==> config.mk <==
export PLATFORM = sky130hd
export DESIGN_NAME = spdif_subframe_bmc_encoder_top_flat
export DESIGN_NICKNAME = d
export VERILOG_FILES = /design/src/sbe_pkg.sv /design/src/sbe_intf.sv /design/src/sbe_bmc.sv /design/src/spdif_subframe_bmc_encoder_top.sv /design/src/flat_wrapper.sv
export SDC_FILE = /design/constraint.sdc
export NUM_CORES = 1
export LEC_CHECK = 0
export BUFFER_PORTS_ARGS = -buffer_cell sky130_fd_sc_hd__buf_2
export CORE_MARGIN = 5
export CORE_UTILIZATION = 55
export CTS_BUF_LIST = sky130_fd_sc_hd__clkbuf_4 sky130_fd_sc_hd__clkbuf_8
export CTS_CLUSTER_DIAMETER = 80
export DETAILED_ROUTE_END_ITERATION = 10
export HOLD_SLACK_MARGIN = 0.12
export PLACE_DENSITY = 0.91
export RECOVER_POWER = 50
export SLEW_MARGIN = 10
export SYNTH_ARGS = -nofsm -noshare
export SYNTH_HDL_FRONTEND = slang
export SYNTH_SLANG_ARGS = --single-unit
==> constraint.sdc <==
create_clock -name clk -period 9.8 [get_ports clk]
set_input_delay 0.49 -clock clk [delete_from_list [all_inputs] [get_ports clk]]
set_output_delay 0.49 -clock clk [all_outputs]
set_load 0.01 [all_outputs]
==> src/sbe_pkg.sv <==
// Shared types, constants and helpers for the S/PDIF subframe encoder.
`timescale 1ns / 1ps
`default_nettype none

package sbe_pkg;

  localparam int SAMPLE_W = 16;
  localparam int CELLS_W = 64;
  localparam int HALF_W = 32;
  localparam int DATA_W = 32;
  localparam int ADDR_W = 3;
  localparam int FRAMES_PER_BLOCK_DEF = 192;

  localparam logic [31:0] CSW_RESET = 32'd4;
  localparam logic VALIDITY_RESET = 1'b1;

  localparam logic REG_CSW = 1'b0;
  localparam logic REG_VALIDITY = 1'b1;

  localparam logic [7:0] PRE_X_LOW = 8'b11100010;
  localparam logic [7:0] PRE_X_HIGH = 8'b00011101;
  localparam logic [7:0] PRE_Y_LOW = 8'b11100100;
  localparam logic [7:0] PRE_Y_HIGH = 8'b00011011;
  localparam logic [7:0] PRE_Z_LOW = 8'b11101000;
  localparam logic [7:0] PRE_Z_HIGH = 8'b00010111;

  typedef struct packed {
    logic line_level;
    logic channel_is_b;
    logic frame_zero;
    logic cs_bit;
    logic validity;
  } sbe_ctrl_t;

  typedef struct packed {
    logic [CELLS_W-1:0] cells;
    logic end_level;
  } sbe_code_t;

  function automatic logic [7:0] rev8(input logic [7:0] v);
    logic [7:0] r;
    for (int i = 0; i < 8; i++) begin
      r[i] = v[7-i];
    end
    return r;
  endfunction

endpackage

`default_nettype wire

==> src/sbe_intf.sv <==
// Valid/ready channel interfaces for samples in and coded subframes out.
`timescale 1ns / 1ps
`default_nettype none

interface sbe_sample_if import sbe_pkg::*; ();
  logic valid;
  logic ready;
  logic [SAMPLE_W-1:0] pcm_sample;

  modport source (output valid, output pcm_sample, input ready);
  modport sink (input valid, input pcm_sample, output ready);
endinterface

interface sbe_cells_if import sbe_pkg::*; ();
  logic valid;
  logic ready;
  logic [HALF_W-1:0] cells_low;
  logic [HALF_W-1:0] cells_high;

  modport source (output valid, output cells_low, output cells_high, input ready);
  modport sink (input valid, input cells_low, input cells_high, output ready);
endinterface

`default_nettype wire

==> src/sbe_bmc.sv <==
// Subframe assembly, parity, preamble select and biphase-mark coding.
`timescale 1ns / 1ps
`default_nettype none

module sbe_bmc import sbe_pkg::*; (
  input  logic [SAMPLE_W-1:0] pcm_sample,
  input  sbe_ctrl_t           ctrl,
  output sbe_code_t           code
);

  logic [31:0] word;
  logic [27:0] flip;
  logic [7:0]  pre;
  logic        parity;

  assign parity = (^pcm_sample) ^ ctrl.validity ^ ctrl.cs_bit;
  assign word = {parity, ctrl.cs_bit, 1'b0, ctrl.validity, 4'b0000, pcm_sample, 8'h00};
  assign flip = ~word[31:4];

  always_comb begin
    if (ctrl.channel_is_b) begin
      pre = ctrl.line_level ? PRE_Y_HIGH : PRE_Y_LOW;
    end else if (ctrl.frame_zero) begin
      pre = ctrl.line_level ? PRE_Z_HIGH : PRE_Z_LOW;
    end else begin
      pre = ctrl.line_level ? PRE_X_HIGH : PRE_X_LOW;
    end
  end

  always_comb begin
    logic lv;
    code.cells[7:0] = rev8(pre);
    for (int i = 0; i < 28; i++) begin
      lv = ctrl.line_level ^ (^(flip & ((28'd1 << i) - 28'd1)));
      code.cells[8+2*i] = ~lv;
      code.cells[9+2*i] = ~lv ^ word[4+i];
    end
    code.end_level = ctrl.line_level ^ (^flip);
  end

endmodule

`default_nettype wire

==> src/spdif_subframe_bmc_encoder_top.sv <==
// Top level: config registers, frame/channel state, encoder and output skid buffer.
// A word accepted is registered in out_cells, or in skid_cells while coded is stalled, and offered on coded.
// One word per cycle while coded is not stalled; the encode from sample into out_cells is combinational.
// A two-entry output buffer lets one more word enter while a result is stalled.
// Reset (rst, synchronous): channel A, frame 0, line level low, buffers empty,
// channel_status_word = 4, validity_flag = 1.
`timescale 1ns / 1ps
`default_nettype none

module spdif_subframe_bmc_encoder_top import sbe_pkg::*; #(
  parameter int FRAMES_PER_BLOCK = FRAMES_PER_BLOCK_DEF
) (
  input  logic              clk,
  input  logic              rst,
  input  logic              psel,
  input  logic              penable,
  input  logic              pwrite,
  input  logic [ADDR_W-1:0] paddr,
  input  logic [DATA_W-1:0] pwdata,
  output logic [DATA_W-1:0] prdata,
  output logic              pready,
  sbe_sample_if.sink        sample,
  sbe_cells_if.source       coded
);

  localparam int FW = $clog2(FRAMES_PER_BLOCK);

  logic [31:0]       channel_status_word;
  logic              validity_flag;
  logic              line_level;
  logic              channel_is_b;
  logic [FW-1:0]     frame_index;
  logic [FW-1:0]     frame_index_next;
  logic              out_valid;
  logic [CELLS_W-1:0] out_cells;
  logic              skid_valid;
  logic [CELLS_W-1:0] skid_cells;

  logic       accept;
  logic       out_fire;
  logic       load_out;
  logic       load_skid;
  logic       cfg_write;
  logic       reg_sel;
  logic [8:0] frame_ext;
  sbe_ctrl_t  ctrl;
  sbe_code_t  code;

  assign pready = 1'b1;
  assign cfg_write = psel & penable & pwrite & pready;
  assign reg_sel = paddr[ADDR_W-1];

  always_comb begin
    unique case (reg_sel)
      REG_CSW:      prdata = channel_status_word;
      REG_VALIDITY: prdata = {{(DATA_W-1){1'b0}}, validity_flag};
      default:      prdata = '0;
    endcase
  end

  always_ff @(posedge clk) begin
    if (rst) begin
      channel_status_word <= CSW_RESET;
      validity_flag <= VALIDITY_RESET;
    end else if (cfg_write) begin
      unique case (reg_sel)
        REG_CSW:      channel_status_word <= pwdata;
        REG_VALIDITY: validity_flag <= pwdata[0];
        default:      ;
      endcase
    end
  end

  assign frame_ext = 9'(frame_index);
  assign ctrl.line_level = line_level;
  assign ctrl.channel_is_b = channel_is_b;
  assign ctrl.frame_zero = (frame_index == '0);
  assign ctrl.cs_bit = (frame_ext < 9'd32) ? channel_status_word[frame_ext[4:0]] : 1'b0;
  assign ctrl.validity = validity_flag;

  sbe_bmc u_bmc (
    .pcm_sample (sample.pcm_sample),
    .ctrl       (ctrl),
    .code       (code)
  );

  assign sample.ready = ~skid_valid;
  assign accept = sample.valid & sample.ready;
  assign out_fire = out_valid & coded.ready;
  assign load_out = (out_fire | ~out_valid) & ~skid_valid & accept;
  assign load_skid = out_valid & ~coded.ready & accept;

  assign frame_index_next = (frame_index == FW'(FRAMES_PER_BLOCK - 1)) ? '0
                                                                       : frame_index + 1'b1;

  always_ff @(posedge clk) begin
    if (rst) begin
      line_level <= 1'b0;
      channel_is_b <= 1'b0;
      frame_index <= '0;
    end else if (accept) begin
      line_level <= code.end_level;
      channel_is_b <= ~channel_is_b;
      if (channel_is_b) begin
        frame_index <= frame_index_next;
      end
    end
  end

  always_ff @(posedge clk) begin
    if (rst) begin
      out_valid <= 1'b0;
      skid_valid <= 1'b0;
    end else if (out_fire | ~out_valid) begin
      out_valid <= skid_valid | accept;
      skid_valid <= 1'b0;
    end else if (load_skid) begin
      skid_valid <= 1'b1;
    end
  end

  always_ff @(posedge clk) begin
    if ((out_fire | ~out_valid) & skid_valid) begin
      out_cells <= skid_cells;
    end else if (load_out) begin
      out_cells <= code.cells;
    end
    if (load_skid) begin
      skid_cells <= code.cells;
    end
  end

  assign coded.valid = out_valid;
  assign coded.cells_low = out_cells[HALF_W-1:0];
  assign coded.cells_high = out_cells[CELLS_W-1:HALF_W];

  a_skid_needs_out: assert property (@(posedge clk) disable iff (rst)
    skid_valid |-> out_valid)
    else $error("skid entry held without an output entry");

  a_accept_fills: assert property (@(posedge clk) disable iff (rst)
    (accept && !out_valid) |=> (out_valid && !skid_valid))
    else $error("accepted word not moved to the output register");

  a_channel_toggles: assert property (@(posedge clk) disable iff (rst)
    accept |=> (channel_is_b != $past(channel_is_b)))
    else $error("channel did not alternate");

  a_frame_in_range: assert property (@(posedge clk) disable iff (rst)
    32'(frame_index) < FRAMES_PER_BLOCK)
    else $error("frame index out of range");

  a_frame_steady_on_a: assert property (@(posedge clk) disable iff (rst)
    (accept && !channel_is_b) |=> $stable(frame_index))
    else $error("frame index moved after channel A");

endmodule

`default_nettype wire

==> src/flat_wrapper.sv <==
// flat-port wrapper written by rule: the top's interface ports become plain ports
module spdif_subframe_bmc_encoder_top_flat import sbe_pkg::*;
#(
  parameter int FRAMES_PER_BLOCK = FRAMES_PER_BLOCK_DEF
)
  (clk, rst, psel, penable, pwrite, paddr, pwdata, prdata, pready, sample_valid, sample_pcm_sample, sample_ready, coded_valid, coded_cells_low, coded_cells_high, coded_ready);
  sbe_sample_if sample_i ();
  sbe_cells_if coded_i ();
  input  logic clk;
  input  logic rst;
  input  logic psel;
  input  logic penable;
  input  logic pwrite;
  input  logic [ADDR_W-1:0] paddr;
  input  logic [DATA_W-1:0] pwdata;
  output logic [DATA_W-1:0] prdata;
  output logic pready;
  input wire logic [$bits(sample_i.valid)-1:0] sample_valid;
  input wire logic [$bits(sample_i.pcm_sample)-1:0] sample_pcm_sample;
  output wire logic [$bits(sample_i.ready)-1:0] sample_ready;
  output wire logic [$bits(coded_i.valid)-1:0] coded_valid;
  output wire logic [$bits(coded_i.cells_low)-1:0] coded_cells_low;
  output wire logic [$bits(coded_i.cells_high)-1:0] coded_cells_high;
  input wire logic [$bits(coded_i.ready)-1:0] coded_ready;
  assign sample_i.valid = sample_valid;
  assign sample_i.pcm_sample = sample_pcm_sample;
  assign sample_ready = sample_i.ready;
  assign coded_valid = coded_i.valid;
  assign coded_cells_low = coded_i.cells_low;
  assign coded_cells_high = coded_i.cells_high;
  assign coded_i.ready = coded_ready;
  spdif_subframe_bmc_encoder_top #(.FRAMES_PER_BLOCK(FRAMES_PER_BLOCK)) u_core (.clk(clk), .rst(rst), .psel(psel), .penable(penable), .pwrite(pwrite), .paddr(paddr), .pwdata(pwdata), .prdata(prdata), .pready(pready), .sample(sample_i), .coded(coded_i));
endmodule
# --- Word-level counts from Yosys, hierarchy flattened ---
# Index checks and enable logic that the tools add are counted.
totals:
  inputBits: 58
  mem_bits_ro: 0
  latchBits: 0
  word_cells: 154
  regBits: 173
  memories: 0
  ram_bits: 0
classes:
  order_cmp: 2
  div_mod_pow: 0
  n_shift: 0
  mul: 0
  bitwise: 94
  n_eq_ne: 1
  n_addsub: 1
  muxes: 12
  n_reduce_logical: 35
op_table:
  columns: ["operator", "count"]
  rows:
  - ["parity 28 bit", 28]
  - ["two-way mux 64 bit", 2]
  - ["case mux 32 bit (2 select lines)", 1]
  - ["XOR 1 bit", 49]
  - ["two-way mux 8 bit", 6]
  - ["NOT 1 bit", 33]
  - ["NOT 28 bit", 1]
  - ["parity 16 bit", 1]
  - ["bitwise AND 1 bit", 9]
  - ["adder 8 x 1 -> 8 bit (second input constant)", 1]
  - ["equality test 8 bit (second input constant)", 1]
  - ["logical NOT 8 bit", 1]
  - ["less-than comparator 8 x 6 -> 1 bit (second input constant)", 1]
  - ["less-than comparator 5 x 6 -> 1 bit (second input constant)", 1]
  - ["AND reduction 2 bit", 3]
  - ["binary-select mux 1 bit (select 5 bit)", 1]
  - ["two-way mux 1 bit", 2]
  - ["bitwise OR 1 bit", 2]
  - ["nonzero test 2 bit", 1]
  - ["OR reduction 2 bit", 1]

# --- Logic depth before layout (Yosys ltp) ---
# Gate-level depths: netlist of run 1.
logic_depth:
  ltp_word: 11
  mapped_depth: 10
  ltp_nobuf: 9

# --- Modules after synthesis ---
# From an unflattened synthesis of run 1, not the netlist that was laid out.
unflattened:
  hier_cells: 556
  area_unflattened_um2: 7589.8
by_module_without_submodules:
  columns: ["module", "seq_area_each_um2", "instances", "cells_each", "area_each_um2"]
  rows:
  - ["spdif_subframe_bmc_encoder_top", 4744.6, 1, 474, 6842.8]
  - ["sbe_bmc", 0.0, 1, 82, 747.0]

# --- Worst setup path after synthesis of run 1 ---
# No wires, ideal clock.
synth_path:
  kind: "in2reg"
  from: "in coded_ready"
  to: "reg u_core.skid_cells[15] (enable)"
  n_path_buf: 0
  arrival_time_ps: 3980
  setup_time_ps: 509
  cell_stages: 2
  slack_ps: 5311
  path_cell_list: "nand2b_1 > nor3b_1"
synth_via:
  elab_chain_len: 3
synth_rtl:
  columns: ["element", "line", "source"]
  rows:
  - ["start: declaration", "flat_wrapper.sv:24", "input wire logic [$bits(coded_i.ready)-1:0] coded_ready;"]
  - ["NOT 1 bit", "spdif_subframe_bmc_encoder_top.sv:91", "assign load_skid = out_valid & ~coded.ready & accept;"]
  - ["bitwise AND 1 bit (2 in series)", "spdif_subframe_bmc_encoder_top.sv:91", null]
  - ["net u_core.load_skid", "spdif_subframe_bmc_encoder_top.sv:42", "logic load_skid;"]
  - ["end signal: assignment", "spdif_subframe_bmc_encoder_top.sv:129", "skid_cells <= code.cells;"]
  - ["end: declaration", "spdif_subframe_bmc_encoder_top.sv:37", "logic [CELLS_W-1:0] skid_cells;"]
# The timed path passes the listed nets, and every way through them passes these cells.
# A chain may end at the register's enable or synchronous reset.

# --- Final worst setup path of run 1 ---
layout_path:
  from: "reg u_core.line_level"
  to: "reg u_core.out_cells[56] (data pin)"
layout_via:
  elab_chain_len: 4
layout_rtl:
  columns: ["element", "line", "source"]
  rows:
  - ["start: declaration", "spdif_subframe_bmc_encoder_top.sv:30", "logic line_level;"]
  - ["start signal: assignment", "spdif_subframe_bmc_encoder_top.sv:102", "line_level <= code.end_level;"]
  - ["XOR 1 bit", "sbe_bmc.sv:34", "lv = ctrl.line_level ^ (^(flip & ((28'd1 << i) - 28'd1)));"]
  - ["NOT 1 bit", "sbe_bmc.sv:35", "code.cells[8+2*i] = ~lv;"]
  - ["two-way mux 64 bit", "spdif_subframe_bmc_encoder_top.sv:125", "end else if (load_out) begin"]
  - ["two-way mux 64 bit", "spdif_subframe_bmc_encoder_top.sv:123", "if ((out_fire | ~out_valid) & skid_valid) begin"]
  - ["end signal: assignment", "spdif_subframe_bmc_encoder_top.sv:124", "out_cells <= skid_cells;"]
  - ["end signal: assignment", "spdif_subframe_bmc_encoder_top.sv:126", "out_cells <= code.cells;"]
  - ["end: declaration", "spdif_subframe_bmc_encoder_top.sv:35", "logic [CELLS_W-1:0] out_cells;"]
# No other way between the ends. The select of a mux whose other input is x is not followed.

==> results of run 1 <==
[per-stage QoR]
| stage | hold WS (ns) | utilization | std cells | instance area, um2 |
|---|---|---|---|---|
| 2_1_floorplan | 0.431 | - | 533 | 5990 |
| 3_3_place_gp | 0.453 | 0.622 | 777 | 6680 |
| 3_5_place_dp | 0.460 | 0.622 | 777 | 6680 |
| 4_1_cts | 0.250 | 0.660 | 809 | 7090 |
| 5_1_grt | 0.275 | 0.645 | 809 | 6930 |
| 6_report | 0.282 | 0.645 | 809 | 6930 |
[worst max-delay path, cell delays in order (launching register included)]
cell	delay [ns]
dfxtp_1	0.50
xor2_1	0.38
xnor2_1	0.21
inv_1	0.18
xnor3_4	0.62
xnor3_2	0.53
xnor2_1	0.28
inv_2	0.08
nor2_2	0.15
nor2_1	0.08
[cell families (layout without fill, tap and decap cells)]
| logic type | count (synthesis) | count (layout) | share of synthesized area |
|---|---|---|---|
| adder cells (fa/ha/maj) | 2 | 2 | 0.00417 |
| flip-flops | 133 | 133 | 0.591 |
| AND/OR/NAND/NOR | 200 | 200 | 0.148 |
| other | 1 | 1 | 0.000626 |
| AO/OA/AOI/OAI | 67 | 67 | 0.0662 |
| multiplexers | 15 | 15 | 0.0405 |
| buffers and inverters | 76 | 212 | 0.0632 |
| XOR/XNOR | 39 | 39 | 0.0862 |
[layer usage]
metal  vias up  track usage  part of all wire
li1       2013            -                 -
met1      2017        0.237              0.39
met2       212        0.363              0.50
met3        23       0.0624             0.089
met4         0       0.0689             0.020
met5         -            0                 0
[registers in the layout, summed over array words and instances (netlist names)]
name,count
u_core.coded.valid,1
u_core.frame_index,8
u_core.channel_is_b,1
u_core.validity_flag,1
u_core.channel_status_word,32
u_core.skid_valid,1
u_core.line_level,1
u_core.out_cells,44
u_core.skid_cells,44
[path summary, 6_finish.rpt]
path | from | endpoint | slack (ns) | cells past startpoint
setup reg to reg | u_core.line_level$_SDFFE_PP0P_ | u_core.out_cells[56]$_DFFE_PP_ | 6.54 | 9
hold reg to reg | u_core.channel_status_word[22]$_SDFFE_PP0P_ | u_core.channel_status_word[22]$_SDFFE_PP0P_ | 0.47 | 2
setup / recovery | u_core.line_level$_SDFFE_PP0P_ | u_core.out_cells[56]$_DFFE_PP_ | 6.54 | 9
hold / removal | pwdata[2] | u_core.channel_status_word[2]$_SDFFE_PP1P_ | 0.28 | 3
[layout make-up]
cell class              instances  area (um2)  area share
flip-flops and latches        133        3540       0.511
multi-input cells             324        2050       0.295
repair buffers                156         667      0.0962
clock buffers                  19         249      0.0359
well taps                     140         175      0.0253
clock inverters                13         158      0.0227
inverters                      24        95.1      0.0137
[power by group through the flow]
| stage | Clock, uW | Combinational, uW | Sequential (uW) |
|---|---|---|---|
| global placement | 0 | 335 | 740 |
| finish | 470 | 339 | 733 |
| CTS | 477 | 358 | 732 |
| detailed placement | 0 | 356 | 744 |
| global route | 504 | 370 | 739 |
| floorplan | 0 | 232 | 762 |
[cell usage after synthesis, types with 2 or more instances]
cell / count
buf_1: 4
dfxtp_1: 45
nor2b_1: 34
a21o_1: 6
a21oi_1: 40
xor2_1: 7
a211oi_1: 2
inv_1: 21
xnor3_1: 3
mux2_2: 4
ha_1: 2
edfxtp_1: 88
nor2_1: 40
o21ai_0: 5
xnor2_1: 21
nor3_1: 5
nand3b_1: 2
a211o_1: 2
mux4_2: 7
xor2_4: 2
buf_4: 21
inv_2: 2
mux2i_1: 4
xnor2_4: 3
nand3_1: 7
buf_2: 2
o21a_1: 9
clkbuf_1: 24
nand2_1: 103
[cells in the final DEF (no fill, tap or decap), types with 5 or more instances in the layout]
cell type  instances
nand2_1          103
clkbuf_1          91
edfxtp_1          88
buf_2             65
dfxtp_1           45
a21oi_1           40
nor2_1            40
nor2b_1           34
xnor2_1           22
inv_1             22
clkbuf_8          17
xor2_1             8
o21a_1             8
mux4_2             7
nand3_1            7
a21o_1             6
nor3_1             5
o21ai_0            5
==> results.json, run 1 <==
{
  "p_per_area_nw_per_um2": 222,
  "swShare": 0.288,
  "holdCritPathClass": "in -> reg",
  "wl_per_cell_um": 16.5,
  "rsz0062_at_grt": "false",
  "post_cts_buffers": 0,
  "insertion_delay_ns": 0.43,
  "max_clock_freq_mhz": 306,
  "power.total_uw": 1540,
  "overflow": 0,
  "critPathArrivalTime_ns": 3.44,
  "antenna_found_initial": 0,
  "slew_viol_final": 193,
  "p_int_uw": 1100,
  "fillers": 892,
  "syn_inst": 533,
  "synth_area_leaders": "edfxtp_1 (44%), dfxtp_1 (15%), nand2_1 (6.4%)",
  "vias": 4265,
  "tightest_slew_ns": 2.38,
  "grt_pass1_wl_mm": 20.9,
  "synth_area_leader_cell": "edfxtp_1",
  "grt_usage": 0.205,
  "synth-warning-count": 0,
  "seq_power_share": 0.476,
  "synthDistinctLibCells": 47,
  "async_reset_ff_frac": 0,
  "power_frac_comb": 0.220,
  "die_area_um2": 13100,
  "crit_required_ns": 9.97,
  "core-area_um2": 10700,
  "drt-total-wl_mm": 13.3,
  "drt-pass1-iter-count": 5,
  "gp_congestion": 0.804,
  "synth_edf_count": 88,
  "worstPathMaxFanout": 8,
  "place_ws_ns": 6.75,
  "start_util": 0.558,
  "cts-root-buf": "clkbuf_8",
  "drc_errors": 0,
  "cts_hold_buf": 0,
  "ys_ff_latch": 133,
  "finalSetupTns_ns": 0,
  "finalSetupViolCount": 0,
  "startpoint_type": "flip-flop",
  "synth_top_area_frac": 0.441,
  "synth-seq-area-share": 0.591,
  "die_h_um": 114,
  "first_global_vias": 4266,
  "dp_hpwl_mm": 9.32,
  "grt_max_degree": 45,
  "post-route-min-period_ns": 3.26,
  "die_w_um": 114,
  "htreeDepth": 4,
  "clock_path_buffers": 2,
  "worst_clock_skew_ns": 0.0106,
  "first_iter_violations": 200,
  "critical_path_class": "reg -> reg",
  "ir_worst_vdd_v": 0.000122,
  "syn_area_um2": 5990,
  "cts_tree": "yes",
  "status": "complete, but fails checks",
  "port_buffers": 153,
  "worst_setup_path_end_kind": "flip-flop",
  "cts_sinks": 133,
  "hold_violations": 0,
  "vias_per_cell": 5.27,
  "cts_resized": 0,
  "clkSlewWorstSetupHoldPaths_ns": 0.08,
  "syn_nets": 593,
  "area_growth_pct": 15.7,
  "drive_above_1_share": 0.178,
  "power.net_switching_uw": 444,
  "drv_cap": 6,
  "antenna_left": 0,
  "max_slew_margin": -0.590,
  "total_leakage_power_uw": 0.00260,
  "nets": 716,
  "violations": "capacitance limit, slew limit",
  "ios": 157,
  "syn-mean-instance-area_um2": 11.2,
  "worst_slack_ns": 6.54,
  "num_antenna_cells": 0,
  "fin_crit_sh": 0.333,
  "pwr-share-clk": 0.305,
  "numCtsBuffers": 17,
  "row_count": 38,
  "synth_ff_type": "edfxtp_1"
}
Note: power is estimated with default switching activity, not from simulation.
==> run 2, diff against run 1 <==
clock period = 3.15 ns   (was 9.8 ns; I/O delays follow)
==> run 2 against run 1 <==
The run still ends with capacitance limit, slew limit left; first-iteration DRC count is 18% higher; combinational power rose to 3.3 times the previous value; worst hold slack got worse by 0.14 ns; die area unchanged; global-route usage grew 1.5 points; cell count increased by 5.2%; register-to-register slack lost 6.3 ns; power rose to 3.1 times the previous value; critical path depth is 1 higher; utilization up 4.0 points; design area increased by 6.2%.
==> results.json, run 2 (synthesis gave the netlist of run 1 again) <==
{
  "vias": 4435,
  "vias_per_cell": 5.21,
  "power.total_uw": 4810,
  "dp_hpwl_mm": 9.36,
  "tightest_slew_ns": 1.62,
  "stdcell_count": 851,
  "hold_ws_ns": 0.142,
  "cp_slowest_cell": "xnor3_4",
  "critPathArrivalTime_ns": 3.12,
  "final_cell_mix": "nand2_1 (103), clkbuf_1 (100), edfxtp_1 (88), buf_2 (55), dfxtp_1 (45)",
  "core-area_um2": 10700,
  "htreeDepth": 4,
  "first_iter_violations": 235,
  "worst_path_largest_cell_delay_ns": 0.60,
  "grt_max_degree": 45,
  "status": "complete, but fails checks",
  "antenna_left": 0,
  "die_w_um": 114,
  "max_slew_margin": -0.0777,
  "post_cts_buffers": 0,
  "die_area_um2": 13100,
  "worstPathMaxFanout": 8,
  "row_count": 38,
  "fillers": 810,
  "finalSetupTns_ns": 0,
  "overflow": 0,
  "gp_congestion": 0.832,
  "p_per_area_nw_per_um2": 653,
  "die_h_um": 114,
  "cts_resized": 0,
  "cp-endpoint": "u_core.out_cells[46]$_DFFE_PP_",
  "place_inst": 781,
  "drt-total-wl_mm": 14.5,
  "worst_setup_path_end_kind": "flip-flop",
  "r2r-end": "u_core.out_cells[46]$_DFFE_PP_",
  "antenna_found_initial": 0,
  "drc_errors": 0,
  "crit_required_ns": 3.32,
  "worst_clock_skew_ns": 0.0103,
  "ir_worst_vdd_v": 0.000366,
  "grtUsageMet2": 0.392,
  "cts-root-buf": "clkbuf_8",
  "reg2reg_depth": 8,
  "r2r_start": "u_core.line_level$_SDFFE_PP0P_",
  "insertion_delay_ns": 0.42,
  "grt_pass1_wl_mm": 22.4,
  "total_leakage_power_uw": 0.00273,
  "drt-pass1-iter-count": 5,
  "numCtsBuffers": 17,
  "area_growth_pct": 22.9,
  "holdCritPathClass": "in -> reg",
  "startpoint_type": "primary input",
  "critical_path_class": "in -> reg",
  "slew_viol_final": 69,
  "crit_start": "sample_pcm_sample[0]",
  "start_util": 0.558,
  "drive_above_1_share": 0.159,
  "path_cells": "dlygate4sd3_1, buf_2, xor2_4, xnor2_1, inv_2, xnor3_4, xnor3_2, xnor2_1, nand2_1, o21a_1",
  "first_global_vias": 4567,
  "grt_util_met1": 0.248,
  "cpMostUsedCell": "xnor2_1",
  "violations": "capacitance limit, slew limit",
  "layout_commonest_cell": "nand2_1",
  "cts_sinks": 133,
  "clkSlewWorstSetupHoldPaths_ns": 0.08,
  "finalSetupViolCount": 0,
  "fin_crit_sh": 0.935,
  "rsz0062_at_grt": "false",
  "ios": 157,
  "post-route-min-period_ns": 2.95,
  "drv_cap": 2,
  "cts_tree": "yes",
  "grtUsageMet3": 0.0714,
  "num_antenna_cells": 0,
  "reg.largest.list": "u_core.out_cells (44), u_core.skid_cells (44), u_core.channel_status_word (32)",
  "wl_per_cell_um": 17.0,
  "clock_path_buffers": 2,
  "r2r_slack_ns": 0.22,
  "grt_usage": 0.220,
  "max_clock_freq_mhz": 339,
  "hold_violations": 0,
  "nets": 759,
  "port_buffers": 153,
  "busiest_layer": "met2"
}
run 2: how the worst min path moves through the flow:
| stage | startpoint | end | slack, ns | depth (start not counted) |
|---|---|---|---|---|
| floorplan | pwdata[2] | u_core.channel_status_word[2]$_SDFFE_PP1P_ | 0.28 | 2 |
| global placement | pwdata[2] | u_core.channel_status_word[2]$_SDFFE_PP1P_ | 0.38 | 3 |
| detailed placement | pwdata[2] | u_core.channel_status_word[2]$_SDFFE_PP1P_ | 0.39 | 3 |
| CTS | sample_pcm_sample[9] | u_core.skid_cells[35]$_DFFE_PP_ | 0.12 | 2 |
| global route | sample_pcm_sample[3] | u_core.skid_cells[23]$_DFFE_PP_ | 0.13 | 2 |
| finish | sample_pcm_sample[10] | u_core.skid_cells[38]$_DFFE_PP_ | 0.14 | 3 |
run 2: metal layers:
metal	up-vias	part of all wire
li1	2099	-
met1	2078	0.38
met2	228	0.51
met3	30	0.087
met4	0	0.019
met5	-	0
run 2: timing repair:
action / in CTS / in global routing
hold buffers: 38 / 1
hold endpoints to repair: 39 / 1
endpoints found under the setup margin: 0 / 0
run 2: cell type report:
cell class	instances	area [um2]	area share
clock buffers	17	234	0.0318
repair buffers	199	1080	0.146
clock inverters	14	161	0.0219
inverters	24	95.1	0.0129
well taps	140	175	0.0238
multi-input cells	324	2080	0.282
flip-flops and latches	133	3540	0.481
run 2: stage by stage:
stage	utilization	cell area [um2]	setup slack, ns
finish	0.685	7360	0.203
global route	0.685	7360	0.140
CTS	0.697	7490	0.285
detailed placement	0.625	6720	0.316
global placement	0.625	6720	0.406
floorplan	-	6000	0.406
run 2: worst max-delay path: cells and delay by family:
kind | cells | cell delay [ns]
xor gates and xnor gates | 5 | 1.84
buffers and inverters | 3 | 0.82
AOI/OAI and AO/OA | 1 | 0.17
and+or+nand+nor | 1 | 0.13
run 2: report_power, final:
group          total, uW  switching, uW  leakage (uW)  internal (uW)
Combinational       1110            654       0.00136            452
Clock               1420            648      0.000184            771
Sequential          2290           85.2       0.00119           2200
==> run 3, diff against run 2 <==
==> constraint.sdc (replaced) <==
create_clock -name clk -period 3.15 [get_ports clk]
set_input_delay 0.63 -clock clk [delete_from_list [all_inputs] [get_ports clk]]
set_output_delay 0.63 -clock clk [all_outputs]
set_load 0.01 [all_outputs]
==> run 3 against run 2 <==
Die area unchanged; highest routed layer unchanged; worst setup slack improved by 0.015 ns; fmax increased by 0.52%; sequential power about the same; the run still ends with capacitance limit, slew limit left; clock power decreased by 12%; non-clock buffer count decreased by 36; first-iteration DRC count increased by 38%.
==> results.json, run 3 (synthesis gave the netlist of run 1 again) <==
{
  "post-route-min-period_ns": 2.93,
  "placed_cell_area_um2": 6740,
  "grt_usage": 0.199,
  "finalSetupTns_ns": 0,
  "insertion_delay_ns": 0.42,
  "worstPathMaxFanout": 6,
  "start_util": 0.558,
  "status": "complete, but fails checks",
  "die_area_um2": 13100,
  "worst_slack_ns": 0.219,
  "gp_congestion": 0.818,
  "route.met3.wl_mm": 1.16,
  "hold_violations": 0,
  "nets": 723,
  "crit_required_ns": 3.33,
  "wl_met2_mm": 6.44,
  "max_clock_freq_mhz": 341,
  "vias_per_cell": 5.22,
  "cts_resized": 0,
  "numCtsBuffers": 17,
  "drt-total-wl_mm": 12.8,
  "layout_commonest_cell": "nand2_1",
  "final_cell_mix": "nand2_1 (103), buf_2 (100), edfxtp_1 (88), clkbuf_1 (54), dfxtp_1 (45)",
  "first_global_vias": 4226,
  "fin_crit_sh": 0.931,
  "die_w_um": 114,
  "violations": "capacitance limit, slew limit",
  "grt_max_degree": 45,
  "clock_path_buffers": 2,
  "drive_above_1_share": 0.241,
  "rsz0062_at_grt": "false",
  "post_cts_buffers": 0,
  "antenna_left": 0,
  "die_h_um": 114,
  "core-area_um2": 10700,
  "final_area_um2": 7010,
  "drt-pass1-iter-count": 5,
  "place_ws_ns": 0.0386,
  "ir_worst_vdd_v": 0.000300,
  "cts_sinks": 133,
  "cts-root-buf": "clkbuf_8",
  "wl_per_cell_um": 15.7,
  "reg.largest.list": "u_core.out_cells (44), u_core.skid_cells (44), u_core.channel_status_word (32)",
  "clkSlewWorstSetupHoldPaths_ns": 0.07,
  "num_antenna_cells": 0,
  "critical_path_class": "reg -> reg",
  "p_per_area_nw_per_um2": 657,
  "ios": 157,
  "fillers": 826,
  "cts_tree": "yes",
  "grt_pass1_wl_mm": 20.5,
  "critPathArrivalTime_ns": 3.11,
  "max_slew_margin": -0.212,
  "row_count": 38,
  "holdCritPathClass": "in -> reg",
  "port_buffers": 153,
  "finalSetupViolCount": 0,
  "drv_cap": 1,
  "cts_hold_buf": 0,
  "slew_viol_final": 42,
  "final_core_util": 0.652,
  "startpoint_type": "flip-flop",
  "total_leakage_power_uw": 0.00273,
  "wl_met1_mm": 5.04,
  "worst_setup_path_end_kind": "flip-flop",
  "worst_clock_skew_ns": 0.00923,
  "area_growth_pct": 16.9,
  "dr.max_layer_used": "met4",
  "overflow": 0,
  "htreeDepth": 4,
  "tightest_slew_ns": 1.82,
  "antenna_found_initial": 0,
  "first_iter_violations": 325,
  "dp_hpwl_mm": 9.16,
  "drc_errors": 0,
  "vias": 4263
}
[run 3: changes by cell type in the layout (fill, tap and decap cells not counted), sizes merged]
cell,delta
inv,-1
clkinvlp,-1
clkbuf,-45
bufinv,-2
clkinv,+5
dlygate4sd3,-39
buf,+48
[run 3: final cells by class]
cell class,instances,area [um2],share of cell area
clock buffers,17,234,0.0334
multi-input cells,324,2080,0.297
flip-flops and latches,133,3540,0.506
well taps,140,175,0.0250
clock inverters,15,116,0.0166
repair buffers,163,766,0.109
inverters,24,95.1,0.0136
[run 3: path summary, 6_finish.rpt]
| path | start | to | slack [ns] | cells after the start |
|---|---|---|---|---|
| min reg2reg | u_core.channel_status_word[8]$_SDFFE_PP0P_ | u_core.channel_status_word[8]$_SDFFE_PP0P_ | 0.47 | 2 |
| max | u_core.line_level$_SDFFE_PP0P_ | u_core.out_cells[46]$_DFFE_PP_ | 0.22 | 8 |
| min | pwdata[26] | u_core.channel_status_word[26]$_SDFFE_PP0P_ | 0.44 | 3 |
| max reg2reg | u_core.line_level$_SDFFE_PP0P_ | u_core.out_cells[46]$_DFFE_PP_ | 0.22 | 8 |
[run 3: metrics by stage]
step / total power (uW) / instances / hold WS (ns)
3_3_place_gp: 3360 / 784 / 0.450
5_1_grt: 4850 / 816 / 0.418
6_report: 4600 / 816 / 0.438
3_5_place_dp: 3440 / 784 / 0.456
4_1_cts: 4690 / 816 / 0.405
2_1_floorplan: 3090 / 533 / 0.431
[run 3: per-layer routing]
| layer | up-vias | global-route usage |
|---|---|---|
| li1 | 2032 | - |
| met1 | 2002 | 0.247 |
| met2 | 214 | 0.345 |
| met3 | 15 | 0.0476 |
| met4 | 0 | 0.0602 |
| met5 | - | 0 |
[run 3: worst max-delay path, stage by stage, from the launching register on]
cell	delay (ns)
dfxtp_1	0.37
xor2_4	0.21
xnor2_1	0.29
inv_2	0.13
xnor3_4	0.56
xnor3_2	0.53
xnor2_1	0.32
nand2_1	0.15
o21a_1	0.13
[run 3: power by group]
group | total [uW] | switching (uW) | internal [uW]
Sequential | 2280 | 78.3 | 2200
Clock | 1250 | 640 | 609
Combinational | 1080 | 638 | 439
